**config.mk**
```make
export PLATFORM = sky130hd
export DESIGN_NAME = sdh_front
export DESIGN_NICKNAME = d
export VERILOG_FILES = /design/src/rtl/sdh_pkg.sv /design/src/rtl/sdh_front.sv
export SDC_FILE = /design/constraint.sdc
export NUM_CORES = 1
export LEC_CHECK = 0
export ABC_AREA = 1
export BUFFER_PORTS_ARGS = -buffer_cell sky130_fd_sc_hd__clkbuf_2
export CAP_MARGIN = 20
export CORE_ASPECT_RATIO = 1.4
export CORE_MARGIN = 2
export CORE_UTILIZATION = 25
export DETAILED_ROUTE_END_ITERATION = 6
export GPL_TIMING_DRIVEN = 0
export HOLD_SLACK_MARGIN = 0.03
export MAX_ROUTING_LAYER = met4
export PLACE_DENSITY = 0.51
export SLEW_MARGIN = 10
export SYNTH_ARGS = -nofsm -noshare
export SYNTH_HDL_FRONTEND = slang
export SYNTH_SLANG_ARGS = --single-unit
```
**constraint.sdc**
```tcl
create_clock -name clk -period 5.4 [get_ports clk]
set_input_delay 1.08 -clock clk [delete_from_list [all_inputs] [get_ports clk]]
set_output_delay 1.08 -clock clk [all_outputs]
set_load 0.02 [all_outputs]
```
**src/rtl/sdh_pkg.sv**
```systemverilog
// ----------------------------------------------------------------------------
// sdh_pkg
// Shared sizes, codes, types and helpers for the value and difference
// histogram block.
// ----------------------------------------------------------------------------
package sdh_pkg;

  // Histogram geometry and counter width
  localparam int DIGITAL_BINS = 4096;
  localparam int ANALOG_BINS  = 2048;
  localparam int COUNT_BITS   = 32;

  // Channel and table counts
  localparam int NUM_DIG    = 3;
  localparam int NUM_ANA    = 2;
  localparam int NUM_CHANS  = NUM_DIG + NUM_ANA;
  localparam int NUM_TABLES = 2 * NUM_CHANS;

  // Field widths of the words on the channels
  localparam int SAMPLE_W    = 14;
  localparam int SEQ_W       = 32;
  localparam int SEL_W       = 4;
  localparam int BIN_W       = 13;
  localparam int STATUS_W    = 3;
  localparam int OUT_COUNT_W = 32;

  // Table address widths
  localparam int DIG_VAL_AW = $clog2(DIGITAL_BINS);
  localparam int ANA_VAL_AW = $clog2(ANALOG_BINS);
  localparam int DIG_DLT_AW = $clog2(2 * DIGITAL_BINS);
  localparam int ANA_DLT_AW = $clog2(2 * ANALOG_BINS);

  // Clearing pass covers the deepest table
  localparam int CLEAR_AW = (DIG_DLT_AW > ANA_DLT_AW) ? DIG_DLT_AW : ANA_DLT_AW;
  // Common address width: wide enough for every table and for a read bin
  localparam int ADDR_W   = (CLEAR_AW > BIN_W) ? CLEAR_AW : BIN_W;

  typedef logic [COUNT_BITS-1:0] count_t;
  typedef logic [ADDR_W-1:0]     addr_t;

  // Request codes
  localparam logic REQ_SAMPLE = 1'b0;
  localparam logic REQ_READ   = 1'b1;

  // Result status codes
  typedef enum logic [STATUS_W-1:0] {
    STATUS_REJECT = 3'd0,
    STATUS_PRIMED = 3'd1,
    STATUS_VALUES = 3'd2,
    STATUS_BOTH   = 3'd3,
    STATUS_READ   = 3'd4
  } status_t;

  // Table codes: value tables in channel order, then difference tables
  localparam logic [SEL_W-1:0] TBL_DX_VAL = 4'd0;
  localparam logic [SEL_W-1:0] TBL_DY_VAL = 4'd1;
  localparam logic [SEL_W-1:0] TBL_DZ_VAL = 4'd2;
  localparam logic [SEL_W-1:0] TBL_AX_VAL = 4'd3;
  localparam logic [SEL_W-1:0] TBL_AY_VAL = 4'd4;
  localparam logic [SEL_W-1:0] TBL_DX_DLT = 4'd5;
  localparam logic [SEL_W-1:0] TBL_DY_DLT = 4'd6;
  localparam logic [SEL_W-1:0] TBL_DZ_DLT = 4'd7;
  localparam logic [SEL_W-1:0] TBL_AX_DLT = 4'd8;
  localparam logic [SEL_W-1:0] TBL_AY_DLT = 4'd9;

  // Input word as seen by the front end
  typedef struct packed {
    logic                                req_type;
    logic [SEQ_W-1:0]                    seq_num;
    logic [NUM_DIG-1:0][SAMPLE_W-1:0]    dig;
    logic [NUM_ANA-1:0][SAMPLE_W-1:0]    ana;
    logic [SEL_W-1:0]                    table_select;
    logic [BIN_W-1:0]                    bin_index;
  } in_word_t;

  // Per-table access request: read the bin, and write it back bumped
  typedef struct packed {
    logic  rd;
    logic  bump;
    addr_t addr;
  } bin_req_t;

  // Per-word result information carried beside the table accesses
  typedef struct packed {
    status_t          status;
    logic [SEL_W-1:0] sel;
    logic             hit;
  } word_info_t;

  // Number of bins of a table; zero for an unknown table
  function automatic int table_depth(input logic [SEL_W-1:0] sel);
    int depth;
    case (sel)
      TBL_DX_VAL, TBL_DY_VAL, TBL_DZ_VAL: depth = DIGITAL_BINS;
      TBL_AX_VAL, TBL_AY_VAL:             depth = ANALOG_BINS;
      TBL_DX_DLT, TBL_DY_DLT, TBL_DZ_DLT: depth = 2 * DIGITAL_BINS;
      TBL_AX_DLT, TBL_AY_DLT:             depth = 2 * ANALOG_BINS;
      default:                            depth = 0;
    endcase
    return depth;
  endfunction

endpackage

```
**src/rtl/sdh_front.sv**
```systemverilog
// ----------------------------------------------------------------------------
// sdh_front
// Request decode: range check, previous-sample registers, bin address
// generation and per-table access requests.
// ----------------------------------------------------------------------------
module sdh_front (
  input  logic                                          clk,
  input  logic                                          rst_n,
  input  logic                                          accept,
  input  sdh_pkg::in_word_t                             in_word,
  output sdh_pkg::bin_req_t [sdh_pkg::NUM_TABLES-1:0]   req,
  output sdh_pkg::word_info_t                           info
);

  localparam int DMSB = sdh_pkg::DIG_VAL_AW - 1;

  logic [sdh_pkg::NUM_DIG-1:0][sdh_pkg::DIG_VAL_AW-1:0] dig_v;
  logic [sdh_pkg::NUM_ANA-1:0][sdh_pkg::ANA_VAL_AW-1:0] ana_v;
  logic [sdh_pkg::NUM_DIG-1:0]                          dig_ok;
  logic [sdh_pkg::NUM_ANA-1:0]                          ana_ok;
  sdh_pkg::addr_t [sdh_pkg::NUM_CHANS-1:0]              val_addr;
  sdh_pkg::addr_t [sdh_pkg::NUM_CHANS-1:0]              dlt_addr;
  logic                                                 is_read;
  logic                                                 sample_ok;
  logic                                                 follows;
  logic                                                 bump_val;
  logic                                                 bump_dlt;
  logic                                                 hit;

  logic [sdh_pkg::SEQ_W-1:0]                            prev_seq_r;
  logic [sdh_pkg::NUM_DIG-1:0][sdh_pkg::DIG_VAL_AW-1:0] prev_dig_r;
  logic [sdh_pkg::NUM_ANA-1:0][sdh_pkg::ANA_VAL_AW-1:0] prev_ana_r;
  logic                                                 primed_r;

  // Check ranges and form value and difference bins per channel
  always_comb begin
    for (int i = 0; i < sdh_pkg::NUM_DIG; i++) begin
      dig_v[i]  = in_word.dig[i][DMSB:0];
      // In range when the upper bits are a plain sign extension
      dig_ok[i] = (in_word.dig[i][sdh_pkg::SAMPLE_W-1:DMSB] == '0) ||
                  (in_word.dig[i][sdh_pkg::SAMPLE_W-1:DMSB] == '1);
      // Offset by half the table: flip the sign bit
      val_addr[i] = sdh_pkg::ADDR_W'({~dig_v[i][DMSB], dig_v[i][DMSB-1:0]});
      dlt_addr[i] = sdh_pkg::ADDR_W'(sdh_pkg::DIG_DLT_AW'(
                      {dig_v[i][DMSB], dig_v[i]} -
                      {prev_dig_r[i][DMSB], prev_dig_r[i]} +
                      sdh_pkg::DIG_DLT_AW'(sdh_pkg::DIGITAL_BINS)));
    end
    for (int i = 0; i < sdh_pkg::NUM_ANA; i++) begin
      ana_v[i]  = in_word.ana[i][sdh_pkg::ANA_VAL_AW-1:0];
      ana_ok[i] = (in_word.ana[i][sdh_pkg::SAMPLE_W-1:sdh_pkg::ANA_VAL_AW] == '0);
      val_addr[sdh_pkg::NUM_DIG+i] = sdh_pkg::ADDR_W'(ana_v[i]);
      dlt_addr[sdh_pkg::NUM_DIG+i] = sdh_pkg::ADDR_W'(sdh_pkg::ANA_DLT_AW'(
                                       {1'b0, ana_v[i]} - {1'b0, prev_ana_r[i]} +
                                       sdh_pkg::ANA_DLT_AW'(sdh_pkg::ANALOG_BINS)));
    end
  end

  // Classify the word
  assign is_read   = (in_word.req_type == sdh_pkg::REQ_READ);
  assign sample_ok = (&dig_ok) && (&ana_ok);
  assign follows   = ((prev_seq_r + sdh_pkg::SEQ_W'(1)) == in_word.seq_num);
  assign bump_val  = !is_read && sample_ok && primed_r;
  assign bump_dlt  = bump_val && follows;
  assign hit       = is_read &&
                     (int'(in_word.bin_index) < sdh_pkg::table_depth(in_word.table_select));

  // Build per-table requests; table codes follow channel order
  always_comb begin
    for (int c = 0; c < sdh_pkg::NUM_CHANS; c++) begin
      req[c].addr = is_read ? sdh_pkg::ADDR_W'(in_word.bin_index) : val_addr[c];
      req[c].bump = bump_val;
      req[c].rd   = bump_val ||
                    (hit && (in_word.table_select == sdh_pkg::SEL_W'(c)));
      req[sdh_pkg::NUM_CHANS+c].addr = is_read ? sdh_pkg::ADDR_W'(in_word.bin_index)
                                               : dlt_addr[c];
      req[sdh_pkg::NUM_CHANS+c].bump = bump_dlt;
      req[sdh_pkg::NUM_CHANS+c].rd   = bump_dlt ||
                    (hit && (in_word.table_select == sdh_pkg::SEL_W'(sdh_pkg::NUM_CHANS + c)));
    end
  end

  // Result status and read selection
  always_comb begin
    info.sel = in_word.table_select;
    info.hit = hit;
    if (is_read) begin
      info.status = sdh_pkg::STATUS_READ;
    end else if (!sample_ok) begin
      info.status = sdh_pkg::STATUS_REJECT;
    end else if (!primed_r) begin
      info.status = sdh_pkg::STATUS_PRIMED;
    end else if (follows) begin
      info.status = sdh_pkg::STATUS_BOTH;
    end else begin
      info.status = sdh_pkg::STATUS_VALUES;
    end
  end

  // Priming flag
  always_ff @(posedge clk) begin
    if (!rst_n) begin
      primed_r <= 1'b0;
    end else if (accept && !is_read && sample_ok) begin
      primed_r <= 1'b1;
    end
  end

  // Hold the last accepted sample; read only once primed
  always_ff @(posedge clk) begin
    if (accept && !is_read && sample_ok) begin
      prev_seq_r <= in_word.seq_num;
      prev_dig_r <= dig_v;
      prev_ana_r <= ana_v;
    end
  end

endmodule

```
==> results of run 1 <==
cells in the mapped netlist (2+ instances only):
| master | instances |
|---|---|
| nand2_1 | 356 |
| inv_1 | 192 |
| nor2_1 | 117 |
| ha_1 | 93 |
| edfxtp_1 | 90 |
| o21ai_0 | 87 |
| nand3_1 | 64 |
| a21oi_1 | 45 |
| xor2_1 | 27 |
| buf_4 | 23 |
| clkbuf_1 | 13 |
| xnor2_1 | 13 |
| nand3b_1 | 11 |
| nor3_1 | 10 |
| o31ai_1 | 10 |
| nand2_2 | 9 |
| nor2_4 | 9 |
| o21bai_1 | 7 |
| nand4_1 | 6 |
| and2_1 | 5 |
| fa_1 | 5 |
| a21o_1 | 4 |
| or2_2 | 4 |
| a21boi_0 | 3 |
| nor2_2 | 3 |
| a221oi_1 | 2 |
| nor2_8 | 2 |
| nor4_1 | 2 |
| o21ai_1 | 2 |
routing by layer:
metal / up-vias / GRT usage (%)
met5: - / -
met4: 0 / 7.39
met3: 47 / 4.06
met2: 296 / 32.7
met1: 4073 / 19.3
li1: 4525 / -
cell families (layout without fill, tap and decap cells):
logic type | Yosys count | count (layout)
xor gates and xnor gates | 40 | 40
adders and majority gates | 98 | 98
DFF | 91 | 91
buffers and inverters | 230 | 526
and+or+nand+nor | 600 | 600
AOI/OAI and AO/OA | 166 | 166
other | 0 | 1
area by class of cell:
| type | count | area (sq um) | area share (%) |
|---|---|---|---|
| sequential | 91 | 2720 | 24.6 |
| inverter | 193 | 729 | 6.59 |
| clock buffer | 9 | 225 | 2.03 |
| tap | 456 | 571 | 5.15 |
| clock inverter | 6 | 66.3 | 0.599 |
| timing repair buffer | 281 | 1430 | 12.9 |
| multi-input combinational | 904 | 5110 | 46.1 |
| antenna | 1 | 2.50 | 0.0226 |
| buffer | 37 | 225 | 2.03 |
worst max-delay path, delay by kind of cell:
family,cells,cell delay [ns]
buffers and inverters,4,1.68
AOI/OAI and AO/OA,1,0.36
and+or+nand+nor,1,0.65
cells in the final DEF (no fill, tap or decap), drive strengths merged:
cell      synthesis  final
nand4             6      6
nor3             10     10
a21oi            46     46
a221oi            2      2
ha               93     93
fa                5      5
a211oi            1      1
o21ai            90     90
xor2             27     27
a21boi            3      3
o31ai            10     10
xnor2            13     13
o21bai            7      7
buf              24     25
clkinv            1      3
nand3            65     65
a22oi             1      1
a21o              4      4
dfxtp             1      1
bufinv            0      1
o21a              1      1
edfxtp           90     90
diode             0      1
inv             192    193
or2               4      4
nand2           366    366
nor2            131    131
o2111a            1      1
and2              5      5
nor4              2      2
nand3b           11     11
clkbuf           13    302
clkinvlp          0      2
sequential cells by signal (all words and copies together) (netlist names):
signal and flops:
prev_ana_r 22, prev_seq_r 32, prev_dig_r 36, primed_r 1
worst max-delay path by stage:
stage,end,cells after the start
6_report,req[84],6
2_1_floorplan,req[84],12
4_1_cts,req[84],6
3_3_place_gp,prev_dig_r[13],11
5_1_grt,req[84],6
3_5_place_dp,req[84],6
where the power goes:
group	total [mW]	internal, mW	switching, mW
registers	0.774	0.774	0.0000898
clock network	0.686	0.358	0.328
logic	0.593	0.198	0.395
==> run metrics, run 1 <==
number of placed I/O pins 281; reg2reg setup slack 4.76 ns; top cell type by total area after synthesis edfxtp_1; FF-to-FF Start primed_r; Worst Path Required 4.32 ns; Sum Neg Setup Slack 0 ns; Ys Warns 0; hold buffers post-CTS 0; hpwl dp 26,700 um; DRT Pass-1 Iters 5; root buf cell clkbuf_16; slack of the critical path 0.542 ns; DRC 0; Period minus WS final 4.86 ns; Critical Path Source Type primary input; vias in the first global route 8,654; arrival time at the worst endpoint 3.78 ns; Max FO, Critical Path 10; cell count after placement 1,962; fin cells 1,978; worst-path cell chain clkbuf_2 > clkbuf_1 > clkbuf_1 > nand2_1 > o21ai_0 > clkbuf_2; global-route wire length before repair 48,400 um; met2 wire len 16,600 um; crit path kind primary input to output port; RSZ-0062 raised after global routing no; routed len/inst 16.5 um; fin nets 1,738; register area share after synthesis 31.0%; Top FF cell, synth edfxtp_1; DP Worst Slack 0.406 ns; WHS Path Cells 2; slowest stage delay, CP 0.69 ns; Post-Synthesis Cells 1,225; CP Launch Point in_word[119]; final antenna-violating net count 0; slew margin rel. 38.1%; Setup violations, final 0; Area Growth Syn to Fin 26.2%; Hold Crit Start primed_r; Top Metal Used met4; Distinct cells, synth 40; Slew @ Worst Pin 0.928 ns; Max Clk Rate 206 MHz; met3 routed WL 2070 um; via count 8,941; M1 WL 12,900 um; Rows 81; Critical Path End Type output port; die height 226 um; number of buffers created by CTS 9; Worst Skew 0 ns; Pwr per Cell Area 185 mW/mm^2; Avg Cell Area, Syn 7.17 sq um; Synth Register Bits 91; die area 0.0367 sq mm; Final Cycle Share 90.0%; Final Hold Vio Count 0; antenna violations before repair 1; Power, Total 2.05 mW; share of layout cells above drive strength 1 23.0%; GPL Wtd Cong 0.886; Synth Area in Simple Gates 29.3%; main combinational cell family by area after synthesis simple AND/OR/NAND/NOR gates; mux cell area share after synthesis 0%; gr ovfl total 0; Worst Hold End primed_r; Total Routed Length 32,700 um; clk_lat worst skew 0.37 ns; CTS tree built; Core ar. 0.0348 sq mm; drt via density 4.52; largest net degree at the start of global routing 59; Worst path slowest cell clkbuf_1; HP Class register to register; H-tree depth 3; Compound-Gate Fraction of Synth Area 10.5%; Cell Area, Synth 0.00878 sq mm; Reg2Reg Capture Point primed_r; clock buffer depth 2; peak supply drop 115 uV; async set or reset register ratio after synthesis 0%; Design Area, Final 0.0111 sq mm; number of flops mapped to enable cells by yosys 90; GR Util All Layers 18.2%; Synth Area in Adders 14.4%; Final Slew Violations 0; I/O Buffers 280; setup bufs post-CTS 0; clock-pin slew on the worst setup and hold paths 0.07 ns; fillcell total 3,830; number of DRC markers in iteration 0 389; status completed; Pleak 5.91 nW; instance area at placement 0.0108 sq mm; final core occ 31.9%; die width 162 um; count of cells resized by post-cts repair 0; Post-Synth XOR/XNOR Area 3.99%; Hold Worst Slack 0.530 ns; worst r2r path cells 2; Syn Nets 1,446; max-cap violations 0; Yosys top cell area share 30.8%; Synth area leaders edfxtp_1 31%, nand2_1 15%, ha_1 13%, inv_1 8.2%, nor2_1 5.0%; Initial Util 25.3%; Clock Sinks 91
(Power assumes the default switching activity.)
==> inputs of run 2 (changes only) <==
--- a/config.mk
+++ b/config.mk
@@ -5,7 +5,7 @@
 export SDC_FILE = /design/constraint.sdc
 export NUM_CORES = 1
 export LEC_CHECK = 0
-export ABC_AREA = 1
+export ABC_AREA = 0
 export BUFFER_PORTS_ARGS = -buffer_cell sky130_fd_sc_hd__clkbuf_2
 export CAP_MARGIN = 20
 export CORE_ASPECT_RATIO = 1.4
@@ -15,7 +15,7 @@
 export GPL_TIMING_DRIVEN = 0
 export HOLD_SLACK_MARGIN = 0.03
 export MAX_ROUTING_LAYER = met4
-export PLACE_DENSITY = 0.51
+export PLACE_DENSITY = 0.52
 export SLEW_MARGIN = 10
 export SYNTH_ARGS = -nofsm -noshare
 export SYNTH_HDL_FRONTEND = slang
==> run 2 against run 1 <==
  * Maximum frequency shrank 0.79%
  * Largest cell class unchanged
  * Worst setup slack lost 0.039 ns
  * Flip-flop and latch count is the same
  * Count of clock-buffer cells in the layout is the same
  * Final cell count shrank 17%
  * Combinational power is essentially flat
  * Clock skew is the same
  * Clock power shrank 9.9%
  * First-iteration DRC count shrank 25%
  * Die area shrank 6.8%
  * Via count shrank 13%
  * Highest routed layer unchanged
  * Non-clock buffer count grew 7
  * Critical endpoint is now req[116]
==> run metrics, run 2 <==
peak supply drop 119 uV; Design Area, Final 0.0104 sq mm; number of DRC markers in iteration 0 293; drt via density 4.71; gr ovfl total 0; async set or reset register ratio after synthesis 0%; Setup violations, final 0; Clk pwr share 31.2%; GR Util All Layers 17.1%; I/O Buffers 280; Core ar. 0.0323 sq mm; internal power 1.30 mW; fin nets 1,422; top cell type by total area after synthesis edfxtp_1; max-cap violations 0; status completed; Critical Path End Type output port; Distinct cells, synth 65; Final Hold Vio Count 0; arrival time at the worst endpoint 3.82 ns; routed len/inst 17.4 um; sequential power share 39.1%; share of layout cells above drive strength 1 28.8%; Synth Register Bits 91; count of cells resized by post-cts repair 0; Final Cycle Share 90.7%; root buf cell clkbuf_16; global-route wire length before repair 42,700 um; RSZ-0062 raised after global routing no; Hold Worst Slack 0.493 ns; DRT Pass-1 Iters 4; Top FF cell, synth edfxtp_1; fin cells 1,645; Period minus WS final 4.90 ns; top post-synthesis cells by count 139 x inv_1, 121 x o21ai_0, 93 x ha_1; largest net degree at the start of global routing 54; Clock Sinks 91; count leader, synth inv_1; Initial Util 25.3%; most frequent cells in the layout 280 x clkbuf_2, 139 x inv_1, 121 x o21ai_0, 93 x ha_1, 90 x edfxtp_1; via count 7,756; Total Routed Length 28,600 um; largest registers prev_dig_r: 36 flops, prev_seq_r: 32 flops, prev_ana_r: 22 flops; Critical Path Source Type primary input; net load switching power 687 uW; Yosys top cell area share 33.1%; die width 157 um; Worst Skew 0 ns; CTS tree built; die height 218 um; hpwl dp 23,300 um; # diodes 0; vias in the first global route 7,819; final antenna-violating net count 0; Comb power frac 29.7%; Area Growth Syn to Fin 27.5%; number of placed I/O pins 281; Worst Path Required 4.32 ns; hold buffers post-CTS 0; number of flops mapped to enable cells by yosys 90; Cell Area, Synth 0.00817 sq mm; Synth area leaders edfxtp_1 33%, ha_1 14%, o21ai_0 7.4%, inv_1 6.4%, xor2_1 4.4%; setup bufs post-CTS 0; H-tree depth 3; Max Clk Rate 204 MHz; Slew @ Worst Pin 0.897 ns; Post-Synthesis Cells 909; Ys Warns 0; clock buffer depth 2; antenna violations before repair 0; Final Slew Violations 0; clock-pin slew on the worst setup and hold paths 0.07 ns; slew margin rel. 40.2%; instance area at placement 0.0101 sq mm; Avg Cell Area, Syn 8.98 sq um; Sw Share 34.7%; cell count after placement 1,630; most common cell after layout, fill and taps aside clkbuf_2; Power, Total 1.98 mW; clk_lat worst skew 0.36 ns; Pleak 5.00 nW; register area share after synthesis 33.3%; GPL Wtd Cong 0.841; HP Class register to register; Syn Nets 1,130; crit path kind primary input to output port; DRC 0; Max FO, Critical Path 3; number of flip-flops in the largest register 36; Rows 78; Pwr per Cell Area 190 mW/mm^2; die area 0.0341 sq mm; number of buffers created by CTS 9; Largest Register prev_dig_r
run 2: layout make-up:
cell class              count  area (sq um)
plain buffers              44           260
inverters                 139           522
multi-input cells         635          4660
repair buffers            281          1430
flip-flops and latches     91          2720
clock inverters             6          40.0
well taps                 440           551
clock buffers               9           225
fillers                  3453         21900
run 2: power by group through the flow:
stage | Sequential [mW] | Clock (mW) | Combinational, mW
final | 0.775 | 0.618 | 0.590
after global routing | 0.774 | 0.674 | 0.648
after CTS | 0.774 | 0.654 | 0.596
after detailed placement | 0.790 | 0 | 0.592
after global placement | 0.791 | 0 | 0.589
after floorplan | 0.791 | 0 | 0.349
run 2: logic make-up (layout without fill, tap and decap cells):
logic type	after synthesis	count (layout)	share of synthesized area, %
buffers and inverters	183	479	9.58
AOI/OAI and AO/OA	250	250	18.6
muxes	7	7	0.904
and+or+nand+nor	207	207	14.2
DFF	91	91	33.3
adders and majority gates	98	98	15.5
xor gates and xnor gates	73	73	7.83
run 2: final timing paths:
check	cells past startpoint	to	startpoint	slack, ns
max reg2reg	1	primed_r	primed_r	4.80
max	14	req[116]	in_word[74]	0.50
min	1	primed_r	primed_r	0.49
min reg2reg	1	primed_r	primed_r	0.49
run 2: routing by layer:
metal	GRT usage, %	wire length [um]
met4	7.37	1000
met1	18.5	11300
met5	-	0
met2	29.4	14300
met3	4.45	1980
run 2: worst max-delay path: stages:
cell      delay [ns]
clkbuf_2        0.10
ha_1            0.29
ha_1            0.22
inv_1           0.07
fa_1            0.20
nor2b_1         0.05
o21ai_0         0.24
a21boi_0        0.20
o311a_1         0.36
o211ai_1        0.18
a21oi_1         0.10
or3_1           0.31
a31o_2          0.23
clkbuf_2        0.16
run 2: stage by stage:
step	setup WS, ns	utilization (%)	TNS, ns
5_1_grt	0.355	32.2	0
6_report	0.503	32.2	0
3_3_place_gp	-0.957	31.3	-85.76
2_1_floorplan	0.978	-	0
4_1_cts	0.495	32.2	0
3_5_place_dp	0.500	31.4	0
