<file path="src/rtl/sdh_pkg.sv">
// ----------------------------------------------------------------------------
// sdh_pkg
// Shared sizes, codes, types and helpers for the value and difference
// histogram block.
// ----------------------------------------------------------------------------
package sdh_pkg;

  // Histogram geometry and counter width
  localparam int DIGITAL_BINS = 4096;
  localparam int ANALOG_BINS  = 2048;
  localparam int COUNT_BITS   = 32;

  // Channel and table counts
  localparam int NUM_DIG    = 3;
  localparam int NUM_ANA    = 2;
  localparam int NUM_CHANS  = NUM_DIG + NUM_ANA;
  localparam int NUM_TABLES = 2 * NUM_CHANS;

  // Field widths of the words on the channels
  localparam int SAMPLE_W    = 14;
  localparam int SEQ_W       = 32;
  localparam int SEL_W       = 4;
  localparam int BIN_W       = 13;
  localparam int STATUS_W    = 3;
  localparam int OUT_COUNT_W = 32;

  // Table address widths
  localparam int DIG_VAL_AW = $clog2(DIGITAL_BINS);
  localparam int ANA_VAL_AW = $clog2(ANALOG_BINS);
  localparam int DIG_DLT_AW = $clog2(2 * DIGITAL_BINS);
  localparam int ANA_DLT_AW = $clog2(2 * ANALOG_BINS);

  // Clearing pass covers the deepest table
  localparam int CLEAR_AW = (DIG_DLT_AW > ANA_DLT_AW) ? DIG_DLT_AW : ANA_DLT_AW;
  // Common address width: wide enough for every table and for a read bin
  localparam int ADDR_W   = (CLEAR_AW > BIN_W) ? CLEAR_AW : BIN_W;

  typedef logic [COUNT_BITS-1:0] count_t;
  typedef logic [ADDR_W-1:0]     addr_t;

  // Request codes
  localparam logic REQ_SAMPLE = 1'b0;
  localparam logic REQ_READ   = 1'b1;

  // Result status codes
  typedef enum logic [STATUS_W-1:0] {
    STATUS_REJECT = 3'd0,
    STATUS_PRIMED = 3'd1,
    STATUS_VALUES = 3'd2,
    STATUS_BOTH   = 3'd3,
    STATUS_READ   = 3'd4
  } status_t;

  // Table codes: value tables in channel order, then difference tables
  localparam logic [SEL_W-1:0] TBL_DX_VAL = 4'd0;
  localparam logic [SEL_W-1:0] TBL_DY_VAL = 4'd1;
  localparam logic [SEL_W-1:0] TBL_DZ_VAL = 4'd2;
  localparam logic [SEL_W-1:0] TBL_AX_VAL = 4'd3;
  localparam logic [SEL_W-1:0] TBL_AY_VAL = 4'd4;
  localparam logic [SEL_W-1:0] TBL_DX_DLT = 4'd5;
  localparam logic [SEL_W-1:0] TBL_DY_DLT = 4'd6;
  localparam logic [SEL_W-1:0] TBL_DZ_DLT = 4'd7;
  localparam logic [SEL_W-1:0] TBL_AX_DLT = 4'd8;
  localparam logic [SEL_W-1:0] TBL_AY_DLT = 4'd9;

  // Input word as seen by the front end
  typedef struct packed {
    logic                                req_type;
    logic [SEQ_W-1:0]                    seq_num;
    logic [NUM_DIG-1:0][SAMPLE_W-1:0]    dig;
    logic [NUM_ANA-1:0][SAMPLE_W-1:0]    ana;
    logic [SEL_W-1:0]                    table_select;
    logic [BIN_W-1:0]                    bin_index;
  } in_word_t;

  // Per-table access request: read the bin, and write it back bumped
  typedef struct packed {
    logic  rd;
    logic  bump;
    addr_t addr;
  } bin_req_t;

  // Per-word result information carried beside the table accesses
  typedef struct packed {
    status_t          status;
    logic [SEL_W-1:0] sel;
    logic             hit;
  } word_info_t;

  // Number of bins of a table; zero for an unknown table
  function automatic int table_depth(input logic [SEL_W-1:0] sel);
    int depth;
    case (sel)
      TBL_DX_VAL, TBL_DY_VAL, TBL_DZ_VAL: depth = DIGITAL_BINS;
      TBL_AX_VAL, TBL_AY_VAL:             depth = ANALOG_BINS;
      TBL_DX_DLT, TBL_DY_DLT, TBL_DZ_DLT: depth = 2 * DIGITAL_BINS;
      TBL_AX_DLT, TBL_AY_DLT:             depth = 2 * ANALOG_BINS;
      default:                            depth = 0;
    endcase
    return depth;
  endfunction

endpackage

</file>
<file path="src/rtl/sdh_rmw.sv">
// ----------------------------------------------------------------------------
// sdh_rmw
// Read-modify-write control of one histogram table: issues the read,
// bypasses the last write on an address match, saturates the increment
// and drives the write port, which the clearing pass also uses.
// ----------------------------------------------------------------------------
module sdh_rmw (
  input  logic              clk,
  input  logic              rst_n,
  input  logic              accept,
  input  logic              advance,
  input  logic              clear,
  input  sdh_pkg::addr_t    clr_addr,
  input  sdh_pkg::bin_req_t req,
  input  sdh_pkg::count_t   ram_q,
  output logic              ram_re,
  output sdh_pkg::addr_t    ram_raddr,
  output logic              ram_we,
  output sdh_pkg::addr_t    ram_waddr,
  output sdh_pkg::count_t   ram_wdata,
  output sdh_pkg::count_t   count
);

  logic            s1_bump_r;
  sdh_pkg::addr_t  s1_addr_r;
  logic            lw_valid_r;
  sdh_pkg::addr_t  lw_addr_r;
  sdh_pkg::count_t lw_data_r;
  sdh_pkg::count_t bumped;
  logic            write_en;

  // Issue the read as the word is accepted
  assign ram_re    = accept && req.rd;
  assign ram_raddr = req.addr;

  // Bypass the write that landed on the same edge as this read
  assign count  = (lw_valid_r && (lw_addr_r == s1_addr_r)) ? lw_data_r : ram_q;
  assign bumped = (count == '1) ? count : count + sdh_pkg::COUNT_BITS'(1);

  // Write back on advance; the clearing pass takes the port while it runs
  assign write_en  = advance && s1_bump_r;
  assign ram_we    = clear || write_en;
  assign ram_waddr = clear ? clr_addr : s1_addr_r;
  assign ram_wdata = clear ? '0 : bumped;

  // Second stage request
  always_ff @(posedge clk) begin
    if (!rst_n) begin
      s1_bump_r <= 1'b0;
    end else if (accept) begin
      s1_bump_r <= req.bump;
    end else if (advance) begin
      s1_bump_r <= 1'b0;
    end
  end

  always_ff @(posedge clk) begin
    if (accept) begin
      s1_addr_r <= req.addr;
    end
  end

  // Last write tracking
  always_ff @(posedge clk) begin
    if (!rst_n) begin
      lw_valid_r <= 1'b0;
    end else if (clear) begin
      lw_valid_r <= 1'b0;
    end else if (write_en) begin
      lw_valid_r <= 1'b1;
    end
  end

  always_ff @(posedge clk) begin
    if (write_en) begin
      lw_addr_r <= s1_addr_r;
      lw_data_r <= bumped;
    end
  end

endmodule

</file>
<file path="config.mk">
export PLATFORM = sky130hd
export DESIGN_NAME = sdh_rmw
export DESIGN_NICKNAME = d
export VERILOG_FILES = /design/src/rtl/sdh_pkg.sv /design/src/rtl/sdh_rmw.sv
export SDC_FILE = /design/constraint.sdc
export NUM_CORES = 1
export LEC_CHECK = 0
export BUFFER_PORTS_ARGS = -buffer_cell sky130_fd_sc_hd__buf_4
export CORE_MARGIN = 10
export CORE_UTILIZATION = 40
export CTS_BUF_LIST = sky130_fd_sc_hd__clkbuf_2
export DETAILED_ROUTE_END_ITERATION = 10
export PLACE_DENSITY_LB_ADDON = 0.08
export SLEW_MARGIN = 20
export SYNTH_ARGS = -nofsm -noshare
export SYNTH_HDL_FRONTEND = slang
export SYNTH_SLANG_ARGS = --single-unit
</file>
<file path="constraint.sdc">
create_clock -name clk -period 5.4 [get_ports clk]
set_input_delay 0.27 -clock clk [delete_from_list [all_inputs] [get_ports clk]]
set_output_delay 0.27 -clock clk [all_outputs]
set_load 0.03 [all_outputs]
</file>
==> results of run 1 <==
state kept, by name (all words and copies together), names as in the netlist:
signal,flops
s1_bump_r,1
lw_data_r,32
lw_addr_r,13
s1_addr_r,13
lw_valid_r,1
repair_timing:
action / in CTS / in global routing
gates resized for setup: 0 / 5
buffers inserted: 0 / 0
hold buffers: 15 / 0
endpoints found under the hold margin: 15 / 0
setup endpoints to repair: 0 / 22
stage by stage:
stage,hold slack [ps],instance area (µm²),total power [mW]
floorplan,369,4600,0.728
global placement,458,5760,0.859
detailed placement,460,5760,0.861
CTS,74.4,6080,1.26
global route,53.1,6110,1.31
finish,94.4,6110,1.25
per-layer routing:
metal	vias to the layer above	GRT usage [%]	routed length [µm]
met4	0	4.02	228
met2	151	30.3	7280
met3	16	7.32	1330
met1	1926	19.6	5680
li1	2002	-	-
met5	-	0	0
cell families after synthesis:
family | share of synthesized area, %
AOI/OAI and AO/OA | 6.61
buffers and inverters | 6.85
xor gates and xnor gates | 5.90
and+or+nand+nor | 24.1
muxes | 17.6
adders and majority gates | 0.272
DFF | 38.7
power by group:
part           total, mW  switching [mW]  internal (mW)
Sequential         0.543          0.0128          0.530
Clock              0.396           0.194          0.202
Combinational      0.314           0.182          0.132
final cells by class:
class | instances | area [µm²] | area share, %
multi-input combinational | 344 | 2550 | 41.7
sequential | 60 | 1780 | 29.2
timing repair buffer | 174 | 1340 | 22.0
tap | 143 | 179 | 2.93
clock inverter | 6 | 113 | 1.84
inverter | 25 | 93.8 | 1.54
clock buffer | 10 | 50.0 | 0.819
cells in the final DEF, fill, tap and decap left out, types with 15 or more instances in the layout:
master,netlist,final
nor2_1,32,32
nor3_1,15,15
nand4_1,19,19
xnor2_1,26,24
nand2_1,24,24
inv_1,25,25
mux2_2,31,31
mux2i_1,37,36
edfxtp_1,58,58
buf_4,18,159
and3_1,20,20
dlygate4sd3_1,0,15
nand3_1,38,38
worst max-delay path by stage:
stage,slack [ps],cells past startpoint,from,to
2_1_floorplan,880,16,s1_addr_r[1],ram_wdata[10]
3_3_place_gp,840,14,s1_addr_r[8],ram_wdata[2]
3_5_place_dp,750,14,s1_addr_r[8],ram_wdata[1]
4_1_cts,120,14,s1_addr_r[6],ram_wdata[1]
5_1_grt,30,14,s1_addr_r[8],ram_wdata[1]
6_report,360,14,s1_addr_r[8],ram_wdata[7]
==> flow_summary.json, run 1 <==
{
  "yosys.cell_count.top_type": "edfxtp_1",
  "fin_skew_ps": 26.1,
  "crit-reg2reg-capture": "lw_data_r[8]",
  "ant_nets": 0,
  "gp_congestion": 0.879,
  "die_w_um": 127,
  "grt_start_max_net_pins": 57,
  "cp_cell_sequence": "xnor2_1, nand4_1, or4_1, buf_4, mux2i_2, inv_1, ha_1, and3_1, and3_1, and4_1, mux2_4, a211oi_2, mux2_2, buf_4",
  "grt_pass1_vias": 4400,
  "reg2reg_depth": 13,
  "start_kind": "flop",
  "slowest_stage": "or4_1",
  "synth_cells": 458,
  "nFillCells": 1061,
  "path_clk_slew_ps": 210,
  "finalHoldViolations": 0,
  "max_slew_margin_pct": 43.3,
  "fin_crit_sh_pct": 93.3,
  "yosys-top-cells-count": "edfxtp_1, nand3_1, mux2i_1",
  "area_delta_synth_final_pct": 32.8,
  "grt_usage_pct": 17.5,
  "synth_warnings": 0,
  "finish.utilization_pct": 54.0,
  "cp_top_family": "simple AND/OR/NAND/NOR gates",
  "detailroute.via_count": 4095,
  "drt_iter0_drc": 265,
  "total_leakage_power_nw": 2.38,
  "r2r-start": "s1_addr_r[8]",
  "drive_above_1_share_pct": 37.3,
  "cts_root_buf": "clkbuf_2",
  "clock.fmax_ghz": 0.199,
  "route.detailed.wl_per_inst_um": 19.0,
  "hold_end": "s1_addr_r[2]",
  "syn-mean-instance-area_um2": 10.1,
  "cts_tree": "built",
  "powerDensity_nw_per_um2": 205,
  "worstPathRequired_ps": 5130,
  "coreArea_um2": 11300,
  "detailed_place_hpwl_um": 11100,
  "ys_seq_area_share_pct": 38.7,
  "ir_drop_mv": 0.146,
  "regToRegSetupSlack_ps": 1250,
  "grt_pass1_wl_um": 23200,
  "clk_latency_ps": 520,
  "cp_num_buf_inv": 3,
  "status": "finished clean",
  "tightest_slew_ps": 827,
  "drc": 0,
  "syn_nets": 524,
  "synth.largest_area_cell": "edfxtp_1",
  "holdPathStages": 1,
  "synth-edff-count": 58,
  "rsz0062_at_grt": "no",
  "routed_wl_um": 14500,
  "synth_top_area_share_pct": 37.8,
  "fp.dieArea_um2": 16200,
  "hold_start": "accept",
  "cts-buffers-inserted": 9,
  "pre_cts_slack_ps": 749,
  "viasPerCell": 5.37,
  "antennaDiodeCount": 0,
  "ios": 157,
  "netlist_area_um2": 4600,
  "fin_nets": 680,
  "ys_top_cells_by_area": "edfxtp_1, mux2i_1, mux2_2",
  "cts.sinks": 60,
  "drv_slew": 0,
  "instances_no_fill": 762,
  "dr.pass1.iters": 4,
  "placed_cells": 731,
  "htreeDepth": 3,
  "initial_core_util_pct": 40.7,
  "synth_ff_type": "edfxtp_1",
  "port-buffer-count": 156,
  "setup_violations": 0,
  "ys_seq_elements": 60,
  "clock_path_buffers": 2,
  "overflow": 0,
  "crit_fanout": 26,
  "period_minus_slack_ps": 5040,
  "fp-row-count": 39,
  "drv_cap": 0,
  "synth_cell_types": 52,
  "async_reset_ff_share_pct": 0,
  "hp-class": "in -> reg",
  "cp-end-kind": "primary output",
  "cp.arrival_ps": 4770,
  "worst_path_largest_cell_delay_ps": 540,
  "criticalPathCategory": "reg -> out",
  "finalSetupTns_ps": 0,
  "antenna_found_initial": 0,
  "setup_ws_ps": 363,
  "floorplan.die.height_um": 127
}
Power figures use the tool's default switching activity.
==> run 2: changes to the inputs <==
CORE_ASPECT_RATIO = 1.2   (was default)
==> run 2 against run 1 <==
Compared with the run above: die area grew 0.11%; sequential power about the same; sequential share of layout area up 0.084 points; routed wire length increased by 2.5%; cell count up 1.4%; clock skew about the same; total power fell by 4.9%; critical endpoint is now ram_wdata[29]; register-to-register slack lost 20 ps; maximum frequency is 0.61% lower; setup slack worse by 31 ps; critical path depth unchanged; via count is 0.51% higher; critical path type unchanged.
==> flow_summary.json, run 2 (same netlist as run 1, synthesis figures left out) <==
{
  "gp_congestion": 0.828,
  "coreArea_um2": 11100,
  "cp.arrival_ps": 4800,
  "drive_above_1_share_pct": 37.3,
  "viasPerCell": 5.32,
  "antennaDiodeCount": 0,
  "final_common_cell": "buf_4",
  "cp_cell_sequence": "xnor2_1, nand4_1, or4_1, buf_4, mux2i_2, inv_1, ha_1, and3_1, and3_1, and4_1, mux2_4, nor4_2, mux2_2, buf_4",
  "status": "finished clean",
  "ios": 157,
  "detailroute.via_count": 4116,
  "floorplan.die.height_um": 138,
  "grt_pass1_vias": 4503,
  "nFillCells": 1080,
  "finish.utilization_pct": 54.7,
  "crit_fanout": 26,
  "cts.sinks": 60,
  "fin_crit_sh_pct": 93.9,
  "overflow": 0,
  "cp-end-kind": "primary output",
  "rsz0062_at_grt": "no",
  "hold_slack_ps": 105,
  "fp.dieArea_um2": 16200,
  "grt_start_max_net_pins": 57,
  "total_leakage_power_nw": 2.37,
  "largest_register_ffs": 32,
  "fin_skew_ps": 26.6,
  "slowest_stage": "or4_1",
  "drc": 0,
  "cts_root_buf": "clkbuf_2",
  "initial_core_util_pct": 41.3,
  "setup_ws_ps": 332,
  "grt_pass1_wl_um": 23300,
  "ant_nets": 0,
  "grt_usage_pct": 17.8,
  "reg2reg_depth": 13,
  "fp-row-count": 42,
  "routed_wl_um": 14900,
  "ir_drop_mv": 0.137,
  "detailed_place_hpwl_um": 11300,
  "hp-class": "in -> reg",
  "clock.fmax_ghz": 0.197,
  "place_area_um2": 5780,
  "tightest_slew_ps": 787,
  "pre_cts_slack_ps": 735,
  "top_register": "lw_data_r",
  "antenna_found_initial": 0,
  "worst_path_largest_cell_delay_ps": 550,
  "area_delta_synth_final_pct": 32.4,
  "powerDensity_nw_per_um2": 196,
  "setup_violations": 0,
  "period_minus_slack_ps": 5070,
  "clk_latency_ps": 520,
  "clock_path_buffers": 2,
  "path_clk_slew_ps": 200,
  "drt_iter0_drc": 201,
  "drv_slew": 0,
  "criticalPathCategory": "reg -> out",
  "top_regs": "lw_data_r: 32 flops, lw_addr_r: 13 flops, s1_addr_r: 13 flops",
  "route.detailed.wl_per_inst_um": 19.2,
  "cts_setup_buffers": 0,
  "worstPathRequired_ps": 5130,
  "htreeDepth": 3,
  "cts_tree": "built",
  "finalSetupTns_ps": 0,
  "dr.pass1.iters": 4,
  "start_kind": "flop",
  "cts-buffers-inserted": 9,
  "holdPathStages": 1,
  "max_slew_margin_pct": 46.0,
  "finalHoldViolations": 0,
  "drv_cap": 0,
  "die_w_um": 118,
  "port-buffer-count": 156,
  "final_cell_mix": "buf_4, edfxtp_1, nand3_1, mux2i_1, nor2_1",
  "fin_nets": 680,
  "finish.instance_area_um2": 6090
}
[run 2: changes by cell type in the layout (fill, tap and decap cells not counted)]
| cell | change |
|---|---|
| bufinv_16 | -1 |
| clkbuf_2 | +1 |
| nor4_4 | -1 |
| nor4_2 | +1 |
| xnor2_2 | +1 |
| clkinv_4 | -1 |
| xnor2_1 | -1 |
| clkinv_1 | +1 |
[run 2: critical path: cells and delay by family, from the launching register on]
family	cells	cell delay, ps
xor gates and xnor gates	1	270
adders and majority gates	1	250
buffers and inverters	3	500
DFF	1	460
muxes	3	1040
and+or+nand+nor	6	1780
[run 2: layout make-up]
cell class	count	area [µm²]	share of cell area, %
Inverter	25	93.8	1.54
Tap cell	154	193	3.16
Multi-Input combinational cell	344	2550	41.8
Sequential cell	60	1780	29.2
Timing Repair Buffer	174	1340	22.1
Clock buffer	11	55.1	0.903
Clock inverter	5	77.6	1.27
[run 2: report_power, final]
group          switching, mW  leakage [nW]  total (mW)  internal (mW)
clock network          0.178        0.0836       0.334          0.156
logic                  0.183          1.74       0.315          0.132
registers             0.0130         0.553       0.543          0.530
total                  0.374          2.37        1.19          0.818
[run 2: path summary, 6_finish.rpt]
path	start	to	slack (ps)
hold / removal	accept	s1_addr_r[3]	100
setup reg to reg	s1_addr_r[11]	lw_data_r[3]	1230
setup / recovery	s1_addr_r[11]	ram_wdata[29]	330
hold reg to reg	s1_addr_r[9]	lw_addr_r[9]	510
[run 2: routing by layer]
layer / vias to the layer above / track usage (%) / share of wire, %
met1: 1941 / 18.6 / 39
met3: 16 / 6.72 / 8.2
li1: 1998 / - / -
met4: 0 / 7.77 / 1.6
met2: 161 / 31.6 / 51
met5: - / 0 / 0
[run 2: repair_timing]
item	in CTS	in global routing
gates resized for setup	0	5
endpoints found under the setup margin	0	25
endpoints found under the hold margin	15	0
hold buffers	15	0
[run 2: per-stage QoR]
stage               total power, mW  cells
global placement              0.859    742
CTS                            1.20    773
detailed placement            0.860    742
finish                         1.19    773
global route                   1.25    773
floorplan                     0.728    458
==> run 3: changes to the inputs <==
PLACE_DENSITY = 0.66   (was default)
PLACE_DENSITY_LB_ADDON = default   (was 0.08)
==> run 3 against run 2 <==
Compared with the run above: flip-flop and latch count unchanged; global-route usage decreased by 0.34 points; register-to-register slack about the same; utilization shrank 0.11 points; final area is 0.21% lower; critical path depth stayed put; sequential power barely moved; combinational power about the same; total power rose by 0.23%; via count is 2.2% higher; sequential share of layout area increased by 0.060 points; routed wire length down 1.4%; largest cell class unchanged.
==> flow_summary.json, run 3 (same netlist as run 1, synthesis figures left out) <==
{
  "status": "finished clean",
  "clock.fmax_ghz": 0.194,
  "detailed_place_hpwl_um": 11100,
  "detailroute.via_count": 4208,
  "cp-end-kind": "primary output",
  "ant_nets": 0,
  "cts-buffers-inserted": 9,
  "drive_above_1_share_pct": 37.0,
  "cts_tree": "built",
  "fin_skew_ps": 28.8,
  "fin_nets": 680,
  "cts.sinks": 60,
  "cp.arrival_ps": 4870,
  "setup_violations": 0,
  "ios": 157,
  "floorplan.die.height_um": 138,
  "top_regs": "lw_data_r: 32 flops, lw_addr_r: 13 flops, s1_addr_r: 13 flops",
  "place_area_um2": 5780,
  "tightest_slew_ps": 782,
  "period_minus_slack_ps": 5140,
  "finalSetupTns_ps": 0,
  "hp-class": "in -> reg",
  "p_seq_share_pct": 45.4,
  "grt_start_max_net_pins": 57,
  "finalHoldViolations": 0,
  "clockPowerShare_pct": 28.2,
  "criticalPathCategory": "reg -> out",
  "grt_pass1_wl_um": 23000,
  "multi_input_area_um2": 2530,
  "instances_no_fill": 773,
  "overflow": 0,
  "p_int_mw": 0.813,
  "route.detailed.wl_per_inst_um": 19.0,
  "dr.pass1.iters": 5,
  "max_slew_margin_pct": 46.4,
  "fp-row-count": 42,
  "area_delta_synth_final_pct": 32.1,
  "port-buffer-count": 156,
  "nFillCells": 1033,
  "die_w_um": 118,
  "gp_congestion": 0.943,
  "path_clk_slew_ps": 180,
  "total_power_mw": 1.19,
  "ir_drop_mv": 0.106,
  "fin_crit_sh_pct": 95.3,
  "htreeDepth": 3,
  "p_switching_mw": 0.381,
  "placed_cells": 742,
  "fp.dieArea_um2": 16200,
  "total_leakage_power_nw": 2.36,
  "largest_register_ffs": 32,
  "powerDensity_nw_per_um2": 196,
  "antennaDiodeCount": 0,
  "antenna_found_initial": 0,
  "rsz0062_at_grt": "no",
  "top_register": "lw_data_r",
  "start_kind": "flop",
  "drt_iter0_drc": 252,
  "finish.utilization_pct": 54.6,
  "viasPerCell": 5.44,
  "final_common_cell": "buf_4",
  "p_sw_share_pct": 31.9,
  "final_cell_mix": "buf_4, edfxtp_1, nand3_1, mux2i_1, nor2_1",
  "grt_pass1_vias": 4474,
  "cts_root_buf": "clkbuf_2",
  "grt_usage_pct": 17.5,
  "cts_setup_buffers": 0,
  "crit_fanout": 26,
  "clk_latency_ps": 520,
  "worstPathRequired_ps": 5130,
  "seq_area_um2": 1780,
  "routed_wl_um": 14700,
  "coreArea_um2": 11100,
  "clock_path_buffers": 2,
  "initial_core_util_pct": 41.3,
  "combPwrFrac_pct": 26.4,
  "drv_slew": 0,
  "drv_cap": 0,
  "drc": 0,
  "finish.instance_area_um2": 6080
}
==> run 3: cell count changes in the layout (fill, tap and decap cells not counted) <==
cell	before	now
clkinv_4	1	0
clkinvlp_4	0	1
xnor2_2	3	1
clkinv_2	1	2
clkbuf_2	11	9
inv_6	0	1
xnor2_1	23	25
==> run 3: layout make-up <==
class	count	share of cell area (%)
repair buffers	174	22.1
inverters	25	1.54
multi-input cells	344	41.7
well taps	154	3.17
clock buffers	9	0.741
clock inverters	7	1.48
flip-flops and latches	60	29.3
==> run 3: what timing repair did <==
| item | CTS | global route |
|---|---|---|
| hold endpoints to repair | 15 | 1 |
| resized for setup | 0 | 3 |
| hold buffers | 14 | 1 |
| setup endpoints to repair | 0 | 21 |
==> run 3: stage by stage <==
stage | hold slack, ps | setup WS, ps
after detailed placement | 460 | 704
after floorplan | 369 | 876
after CTS | 15.3 | 80.3
after global routing | 21.8 | 5.21
after global placement | 458 | 897
final | 82.1 | 256
==> run 3: power groups by stage <==
stage	clock network, mW	logic (mW)	registers, mW
2_1_floorplan	0	0.179	0.549
3_3_place_gp	0	0.306	0.552
3_5_place_dp	0	0.308	0.553
4_1_cts	0.346	0.317	0.543
5_1_grt	0.364	0.338	0.545
6_report	0.336	0.316	0.543
==> run 3: path summary, 6_finish.rpt <==
check,endpoint,slack (ps),depth (start not counted),start
max reg2reg,lw_data_r[3],1220,13,s1_addr_r[8]
max,ram_wdata[29],260,14,s1_addr_r[8]
min,s1_bump_r,80,4,advance
min reg2reg,lw_addr_r[1],520,0,s1_addr_r[1]
==> run 3: routing by layer <==
layer | vias to the layer above | track usage, % | routed length [µm]
li1 | 2003 | - | -
met1 | 1997 | 19.5 | 5980
met2 | 186 | 31.0 | 7330
met3 | 22 | 5.69 | 1130
met4 | 0 | 5.85 | 232
met5 | - | 0 | 0
==> run 3: worst max-delay path, cell delays in order (launching register included) <==
cell      delay, ps
edfxtp_1        460
xnor2_1         300
nand4_1         230
or4_1           540
buf_4           240
mux2i_2         240
inv_1            90
ha_1            250
and3_1          200
and3_1          220
and4_1          210
mux2_4          420
nor4_2          390
mux2_2          380
buf_4           170
